## src/hw/rtl/sib_pkg.sv

```systemverilog
// Shared types and constants of the sorted insertion buffer.
// Depends on nothing; used by the interfaces and all modules.
package sib_pkg;

  localparam int CAPACITY_DEF = 16;
  localparam int VALUE_W      = 32;

  localparam logic ACT_INSERT  = 1'b0;
  localparam logic ACT_READOUT = 1'b1;

  typedef enum logic [1:0] {
    ST_INSERTED = 2'd0,
    ST_FULL     = 2'd1,
    ST_EMPTY    = 2'd2,
    ST_ELEMENT  = 2'd3
  } status_t;

  // Commands from the controller to the datapath.
  typedef struct packed {
    logic    insert;
    logic    rotate;
    logic    rd_start;
    logic    out_load;
    status_t out_status;
  } cmd_t;

  // Status from the datapath to the controller.
  typedef struct packed {
    logic full;
    logic empty;
    logic fill_one;
    logic rd_final;
  } sts_t;

endpackage

```

## src/hw/rtl/sib_if.sv

```systemverilog
// Valid/ready channel interfaces of the sorted insertion buffer.
// Depends on sib_pkg for the field widths and the status type.
interface sib_in_if;
  logic                                valid;
  logic                                ready;
  logic                                action;
  logic signed [sib_pkg::VALUE_W-1:0]  value;

  modport source (output valid, output action, output value, input ready);
  modport sink   (input valid, input action, input value, output ready);
endinterface

interface sib_out_if;
  logic                                valid;
  logic                                ready;
  sib_pkg::status_t                    status;
  logic signed [sib_pkg::VALUE_W-1:0]  element;
  logic                                last;

  modport source (output valid, output status, output element, output last, input ready);
  modport sink   (input valid, input status, input element, input last, output ready);
endinterface

```

## src/hw/rtl/sib_datapath.sv

```systemverilog
// Datapath of the sorted insertion buffer: compare-and-shift cell row,
// fill and readout counters, and the result register. Depends on sib_pkg.
module sib_datapath #(
  parameter int CAPACITY = sib_pkg::CAPACITY_DEF
) (
  input  logic                               clk,
  input  logic                               rst_n,
  input  sib_pkg::cmd_t                      cmd,
  output sib_pkg::sts_t                      sts,
  input  logic signed [sib_pkg::VALUE_W-1:0] in_value,
  output sib_pkg::status_t                   out_status,
  output logic signed [sib_pkg::VALUE_W-1:0] out_element,
  output logic                               out_last
);

  localparam int FW = $clog2(CAPACITY + 1);

  logic signed [sib_pkg::VALUE_W-1:0] cell_r   [CAPACITY];
  logic signed [sib_pkg::VALUE_W-1:0] cell_nxt [CAPACITY];
  logic [CAPACITY-1:0]                take;
  logic [FW-1:0]                      fill_r, fill_nxt;
  logic [FW-1:0]                      rd_left_r, rd_left_nxt;
  sib_pkg::status_t                   status_r;
  logic signed [sib_pkg::VALUE_W-1:0] element_r;
  logic                               last_r;

  // A cell takes a new value when it holds something not below the incoming
  // value, or lies beyond the filled part. The flags rise monotonically.
  always_comb begin
    for (int i = 0; i < CAPACITY; i++) begin
      if (FW'(i) < fill_r) begin
        take[i] = (cell_r[i] >= in_value);
      end else begin
        take[i] = 1'b1;
      end
    end
  end

  always_comb begin
    for (int i = 0; i < CAPACITY; i++) begin
      cell_nxt[i] = cell_r[i];
      if (cmd.insert) begin
        if (take[i]) begin
          if (i > 0 && take[(i > 0) ? i - 1 : 0]) begin
            cell_nxt[i] = cell_r[(i > 0) ? i - 1 : 0];
          end else begin
            cell_nxt[i] = in_value;
          end
        end
      end else if (cmd.rotate) begin
        // Rotate the filled part down by one so that cell 0 shows the next value.
        if (FW'(i) + FW'(1) == fill_r) begin
          cell_nxt[i] = cell_r[0];
        end else if (FW'(i) + FW'(1) < fill_r) begin
          cell_nxt[i] = cell_r[(i < CAPACITY - 1) ? i + 1 : i];
        end
      end
    end
  end

  always_comb begin
    fill_nxt    = fill_r;
    rd_left_nxt = rd_left_r;
    if (cmd.insert) begin
      fill_nxt = fill_r + FW'(1);
    end
    if (cmd.rd_start) begin
      rd_left_nxt = fill_r - FW'(1);
    end else if (cmd.rotate) begin
      rd_left_nxt = rd_left_r - FW'(1);
    end
  end

  always_ff @(posedge clk) begin
    cell_r <= cell_nxt;
    if (!rst_n) begin
      fill_r    <= '0;
      rd_left_r <= '0;
    end else begin
      fill_r    <= fill_nxt;
      rd_left_r <= rd_left_nxt;
    end
  end

  always_ff @(posedge clk) begin
    if (cmd.out_load) begin
      status_r <= cmd.out_status;
      if (cmd.out_status == sib_pkg::ST_ELEMENT) begin
        element_r <= cell_r[0];
        last_r    <= cmd.rd_start ? (fill_r == FW'(1)) : (rd_left_r == FW'(1));
      end else begin
        element_r <= '0;
        last_r    <= 1'b1;
      end
    end
  end

  assign sts.full     = (fill_r == FW'(CAPACITY));
  assign sts.empty    = (fill_r == '0);
  assign sts.fill_one = (fill_r == FW'(1));
  assign sts.rd_final = (rd_left_r == FW'(1));

  assign out_status  = status_r;
  assign out_element = element_r;
  assign out_last    = last_r;

endmodule

```

## src/hw/rtl/sib_ctrl.sv

```systemverilog
// Controller of the sorted insertion buffer: request acceptance, readout
// sequencing and result valid. Depends on sib_pkg.
module sib_ctrl (
  input  logic          clk,
  input  logic          rst_n,
  input  logic          in_valid,
  input  logic          in_action,
  output logic          in_ready,
  output logic          out_valid,
  input  logic          out_ready,
  output sib_pkg::cmd_t cmd,
  input  sib_pkg::sts_t sts
);

  typedef enum logic [1:0] {
    S_IDLE = 2'b01,
    S_READ = 2'b10
  } state_t;

  state_t state_r, state_nxt;
  logic   out_valid_r, out_valid_nxt;
  logic   slot_free;

  assign slot_free = !out_valid_r || out_ready;

  always_comb begin
    state_nxt      = state_r;
    in_ready       = 1'b0;
    cmd            = '0;
    cmd.out_status = sib_pkg::ST_INSERTED;
    case (state_r)
      S_IDLE: begin
        in_ready = slot_free;
        if (in_valid && slot_free) begin
          cmd.out_load = 1'b1;
          if (in_action == sib_pkg::ACT_INSERT) begin
            cmd.insert     = !sts.full;
            cmd.out_status = sts.full ? sib_pkg::ST_FULL : sib_pkg::ST_INSERTED;
          end else if (sts.empty) begin
            cmd.out_status = sib_pkg::ST_EMPTY;
          end else begin
            cmd.out_status = sib_pkg::ST_ELEMENT;
            cmd.rd_start   = 1'b1;
            cmd.rotate     = 1'b1;
            if (!sts.fill_one) begin
              state_nxt = S_READ;
            end
          end
        end
      end
      S_READ: begin
        if (slot_free) begin
          cmd.out_load   = 1'b1;
          cmd.rotate     = 1'b1;
          cmd.out_status = sib_pkg::ST_ELEMENT;
          if (sts.rd_final) begin
            state_nxt = S_IDLE;
          end
        end
      end
      default: begin
        state_nxt = S_IDLE;
      end
    endcase
  end

  always_comb begin
    if (cmd.out_load) begin
      out_valid_nxt = 1'b1;
    end else if (out_ready) begin
      out_valid_nxt = 1'b0;
    end else begin
      out_valid_nxt = out_valid_r;
    end
  end

  always_ff @(posedge clk) begin
    if (!rst_n) begin
      state_r     <= S_IDLE;
      out_valid_r <= 1'b0;
    end else begin
      state_r     <= state_nxt;
      out_valid_r <= out_valid_nxt;
    end
  end

  assign out_valid = out_valid_r;

endmodule

```

## src/hw/rtl/sorted_insertion_buffer.sv

```systemverilog
// Sorted insertion buffer: top level joining controller and datapath.
// Depends on sib_pkg, sib_if, sib_ctrl and sib_datapath.
//
// The buffer holds up to CAPACITY signed 32-bit values in ascending order in
// a row of compare-and-shift cells. On an insert request every cell compares
// itself with the new value in parallel, and the cells from the insertion
// point upwards shift up by one, so inserts can follow each other in
// consecutive cycles while the sink takes each result. An insert into a full
// buffer is dropped and answered with a full status. A readout request of n
// stored values produces n results, one per cycle while the sink keeps
// taking them; the row rotates its filled part by one place per result and
// always presents the next value from cell 0, so after a complete readout
// the order is restored. No new request is taken until the last readout
// result has been loaded. An empty buffer answers a readout with a single
// empty status. Every result passes through a single output register, so the
// next request is accepted in the same cycle as the previous result is
// taken. After reset the buffer is empty; no clearing pass is needed.
module sorted_insertion_buffer #(
  parameter int CAPACITY = sib_pkg::CAPACITY_DEF
) (
  input  logic      clk,
  input  logic      rst_n,
  sib_in_if.sink    in_ch,
  sib_out_if.source out_ch
);

  sib_pkg::cmd_t cmd;
  sib_pkg::sts_t sts;

  // The controller decides what each cycle does; the datapath only follows.
  sib_ctrl u_ctrl (
    .clk       (clk),
    .rst_n     (rst_n),
    .in_valid  (in_ch.valid),
    .in_action (in_ch.action),
    .in_ready  (in_ch.ready),
    .out_valid (out_ch.valid),
    .out_ready (out_ch.ready),
    .cmd       (cmd),
    .sts       (sts)
  );

  // The cell row, the fill count and the result register live here.
  sib_datapath #(
    .CAPACITY (CAPACITY)
  ) u_datapath (
    .clk         (clk),
    .rst_n       (rst_n),
    .cmd         (cmd),
    .sts         (sts),
    .in_value    (in_ch.value),
    .out_status  (out_ch.status),
    .out_element (out_ch.element),
    .out_last    (out_ch.last)
  );

endmodule

```

## src/flat_wrapper.sv

```systemverilog
// flat-port wrapper written by rule: the top's interface ports become plain ports
module sorted_insertion_buffer_flat 
#(
  parameter int CAPACITY = sib_pkg::CAPACITY_DEF
)
  (clk, rst_n, in_ch_valid, in_ch_action, in_ch_value, in_ch_ready, out_ch_valid, out_ch_status, out_ch_element, out_ch_last, out_ch_ready);
  sib_in_if in_ch_i ();
  sib_out_if out_ch_i ();
  input  logic clk;
  input  logic rst_n;
  input wire logic [$bits(in_ch_i.valid)-1:0] in_ch_valid;
  input wire logic [$bits(in_ch_i.action)-1:0] in_ch_action;
  input wire logic [$bits(in_ch_i.value)-1:0] in_ch_value;
  output wire logic [$bits(in_ch_i.ready)-1:0] in_ch_ready;
  output wire logic [$bits(out_ch_i.valid)-1:0] out_ch_valid;
  output wire logic [$bits(out_ch_i.status)-1:0] out_ch_status;
  output wire logic [$bits(out_ch_i.element)-1:0] out_ch_element;
  output wire logic [$bits(out_ch_i.last)-1:0] out_ch_last;
  input wire logic [$bits(out_ch_i.ready)-1:0] out_ch_ready;
  assign in_ch_i.valid = in_ch_valid;
  assign in_ch_i.action = in_ch_action;
  assign in_ch_i.value = in_ch_value;
  assign in_ch_ready = in_ch_i.ready;
  assign out_ch_valid = out_ch_i.valid;
  assign out_ch_status = out_ch_i.status;
  assign out_ch_element = out_ch_i.element;
  assign out_ch_last = out_ch_i.last;
  assign out_ch_i.ready = out_ch_ready;
  sorted_insertion_buffer #(.CAPACITY(CAPACITY)) u_core (.clk(clk), .rst_n(rst_n), .in_ch(in_ch_i), .out_ch(out_ch_i));
endmodule
```

## config.mk

```make
export PLATFORM = sky130hd
export DESIGN_NAME = sorted_insertion_buffer_flat
export DESIGN_NICKNAME = d
export VERILOG_FILES = /design/src/hw/rtl/sib_pkg.sv /design/src/hw/rtl/sib_if.sv /design/src/hw/rtl/sib_datapath.sv /design/src/hw/rtl/sib_ctrl.sv /design/src/hw/rtl/sorted_insertion_buffer.sv /design/src/flat_wrapper.sv
export SDC_FILE = /design/constraint.sdc
export NUM_CORES = 2
export LEC_CHECK = 0
export ABC_AREA = 1
export ABC_CLOCK_PERIOD_IN_PS = 4200
export BUFFER_PORTS_ARGS = -buffer_cell sky130_fd_sc_hd__buf_2
export CORE_MARGIN = 10
export CORE_UTILIZATION = 30
export CTS_BUF_LIST = sky130_fd_sc_hd__clkbuf_4 sky130_fd_sc_hd__clkbuf_8 sky130_fd_sc_hd__clkbuf_16
export DETAILED_ROUTE_END_ITERATION = 16
export PLACE_DENSITY = 0.48
export SLEW_MARGIN = 10
export SYNTH_ARGS = -nofsm -noshare
export SYNTH_HDL_FRONTEND = slang
export SYNTH_SLANG_ARGS = --single-unit
```

## constraint.sdc

```tcl
create_clock -name clk -period 4.2 [get_ports clk]
set_input_delay 0.42 -clock clk [delete_from_list [all_inputs] [get_ports clk]]
set_output_delay 0.42 -clock clk [all_outputs]
set_load 0.02 [all_outputs]
```

==> metrics list <==
* Number of nets still failing antenna checks after routing: 0
- Row count: ~150
* Net count after synthesis: roughly 7400
* Met2 layer usage reported by global route: 0.391
- Total power: ~25 mW
* Met1 track demand over resource in global routing: 0.334
- In the layout the commonest cells are nand2_1 (2458), inv_1 (653), nand3_1 (553), edfxtp_1 (547), ha_1 (521).
- Vias per inst: approximately 5.6
- Setup repair after global routing left no endpoint under its margin.
- During placement, the flow inserted port buffers numbering 73.
* Clock latency on the worst-skew pair: 0.70 ns
* Worst-path clk slew: around 0.06 ns
- In this run, synthesis produced a sequential element count of 560.
- The worst register-to-register path begins at u_core.u_datapath.cell_r[511].
- Tightest slew margin relative to the limit: 0.0936
* Timing-limited maximum frequency: between 0.2 and 0.3 GHz
- Setup ws final: roughly 0.35 ns
- Of the synthesized area, sequential elements account for 0.343.
- Max_cap viols: 0
* CORE AREA: 0.161 mm2
- At the end of routability-driven placement, the weighted congestion stood at between 0.9 and 1.
- Number of distinct library cells after synthesis: just over 40
- Summed over all failing endpoints, the final setup total negative slack is 0 ns.
* Number of failing setup endpoints in the final timing report: 0
- At the pin with the least slew margin, the transition time is ~1.4 ns.
- Status: complete, no violations
- The root buffer cell chosen for the clock tree is clkbuf_16.
- Yosys warnings: 0
- Cell area after technology mapping: approximately 0.049 mm2
- Top area cells in the synthesized netlist: edfxtp_1 (34%), nand2_1 (19%), ha_1 (13%), nand4_1 (6.6%), nand3_1 (5.7%)
- Averaged over all synthesized cells, the footprint is about 7.1 um2.
- Buffers inserted during clock tree synthesis total 78.
- The final hold violation count is 0.
- The worst-case IR drop observed on VDD is around 0.36 mV.
- Counting along the longest clock path gives a buffer depth of 3.
- The wire-length estimate of the detail-placed layout is 167 mm.
- Pin placement for this block handled 74 I/O pins.
- Global route hottest layer: met2
- Min-delay worst type: in2reg
- Final core occ: 0.343
- For this block, the routed nets add up to between 200 and 250 mm of wire.
- Of the cells placed in the final design, the portion with a size suffix greater than 1 is 0.0808.
* Internal Power: ~14 mW
* CTS tree: done
* Switching power as a share of total power: 0.422
* First-pass iteration count of the detailed router: 6
* Leakage: ~26 nW
- The initial utilization of the core area, before any placement, comes to 0.302.
- The H-tree was split into 3 levels.
- Pwr per Cell Area: 452 mW/mm2
- Detailed routing inserted a total of between 50000 and 60000 vias.
- Via count of the first global-routing pass: between 40000 and 50000
- The max-slew violation total from the final report is 0.
- Data required time at the worst endpoint: about 4.7 ns
* Proportion of power drawn by flip-flops and latches: 0.332
- Combinational share of power: 0.383
- Dividing the detail-routed wire length by the instance count gives around 26 um.
* Height of the chip: between 400 and 500 um
- In the finished design, the share of the clock period the worst path needs comes to 0.918.
- Combined global-route utilization of all metal layers: 0.253
- Net switching power of the design: between 10 and 15 mW
- Across the routed clock network, the largest skew measured is 0.0361 ns.
* Global-route wire length before repair: 340 mm
- GR met3 Demand/Resource: 0.0437
- Die footprint: approximately 0.18 mm2
- In this run the worst path has a maximum fanout of 14.
- The critical path starts at u_core.u_datapath.cell_r[511].
- The initial antenna violation count was 12.
- Detailed Route Iter0 Violations: 5717
- Most common cell after layout, fill and taps aside: nand2_1
* Pre-CTS WS: 0.232 ns
- For the worst setup path, the data arrival time is 4.40 ns.
- Crit path time final: ~3.9 ns
* Largest net degree at the start of global routing: 160
- Portion of total power attributed to the clock network: 0.286
- The worst setup path is of the reg2reg kind.
- From synthesis to final layout, the design area changed by 13.5%.
* Width of the chip: 422 um
* Synthesized instance count: 6877
- The biggest area contributor in the post-synthesis netlist is edfxtp_1.
- Global-route congestion overflow total: 0
- In this run the most critical hold path is launched from in_ch_value[20].
- The final layout contains around 7400 nets.
- STA classifies the critical path startpoint as a flop.
- The clock drives 560 sinks.
- The share of synthesized area in the top cell type comes to 0.338.
- Number of DRC violations after detailed routing: 0
* Post_cts resized: 0
- STA classifies the critical path endpoint as a flop.
-- flip-flops by register name, indices dropped and copies added, names as in the netlist --
name	cells
u_core.u_ctrl.state_r	2
u_core.u_datapath.rd_left_r	5
u_core.u_datapath.cell_r	512
u_core.u_datapath.fill_r	5
u_core.u_datapath.out_status	2
u_core.u_datapath.out_element	32
u_core.u_ctrl.out_valid	1
u_core.u_datapath.out_last	1
-- layer usage --
layer | routed length [um] | part of all wire
met1 | 98300 | 0.42
met2 | 103000 | 0.43
met3 | 21300 | 0.090
met4 | 14200 | 0.060
met5 | 67 | 0.00028
-- Yosys cell counts, drive strengths merged --
library cell,count
xor2,4
a21boi,7
nand3,557
xnor2,2
inv,695
edfxtp,547
nand3b,2
o31ai,4
a41oi,1
nor2,199
o21bai,4
nand4,511
nor3b,1
o21a,27
nor3,18
a21o,15
buf,112
a211oi,1
a21oi,270
nor4,7
clkbuf,348
a31oi,7
a22oi,1
ha,521
o21ai,502
dfxtp,13
nand2,2464
o211ai,37
-- logic make-up after synthesis --
group                    Yosys count  synth area share
AND/OR/NAND/NOR                 3759             0.333
XOR/XNOR                           6           0.00108
adder cells (fa/ha/maj)          521             0.134
AO/OA/AOI/OAI                    876            0.0962
flip-flops                       560             0.343
buffers and inverters           1155            0.0918
-- stage by stage --
| stage | std cells | area (um2) | hold slack [ns] |
|---|---|---|---|
| final | 9068 | 55100 | 0.0383 |
| after global routing | 9065 | 55100 | 0.0643 |
| after global placement | 8918 | 52500 | 0.478 |
| after floorplan | 6877 | 48600 | 0.456 |
| after detailed placement | 8918 | 52500 | 0.478 |
| after CTS | 9064 | 55100 | 0.00122 |
-- timing repair --
| action | 4_1_cts | 5_1_grt |
|---|---|---|
| hold endpoints to repair | 1 | 0 |
| setup buffers | 0 | 0 |
| hold buffers | 1 | 0 |
-- power groups by stage --
stage,Clock [mW],Sequential (mW),Combinational (mW)
2_1_floorplan,0,8.29,5.41
3_3_place_gp,0,8.34,9.23
3_5_place_dp,0,8.34,9.30
4_1_cts,7.18,8.23,9.33
5_1_grt,7.39,8.33,10.4
6_report,7.11,8.27,9.53
-- layout make-up --
class | count | area (um2)
clock inverters | 41 | 387
clock buffers | 104 | 2230
diodes | 3 | 7.51
fillers | 17408 | 106000
well taps | 2160 | 2700
inverters | 695 | 2620
flip-flops and latches | 560 | 16700
repair buffers | 343 | 2850
multi-input cells | 5162 | 27700
-- final timing paths --
check / endpoint / slack, ns / depth (start not counted)
setup / recovery: u_core.u_datapath.cell_r[456] / 0.35 / 15
hold / removal: u_core.u_datapath.cell_r[500] / 0.04 / 3
setup reg to reg: u_core.u_datapath.cell_r[456] / 0.35 / 15
hold reg to reg: u_core.u_datapath.rd_left_r[4] / 0.49 / 2
-- critical path: stages, from the launching register on --
cell and delay, ns:
edfxtp_1 0.37, buf_4 0.21, ha_1 0.35, nand2_1 0.09, nor2_1 0.14, nand2_1 0.09, nor4_1 0.64, buf_4 0.26
nand2_1 0.14, nand3_1 0.29, nand3_1 0.32, buf_4 0.32, buf_4 0.21, nand2_1 0.07, nand3_1 0.08, nand2_1 0.13
No activity file was read; power rests on OpenSTA's default activity.
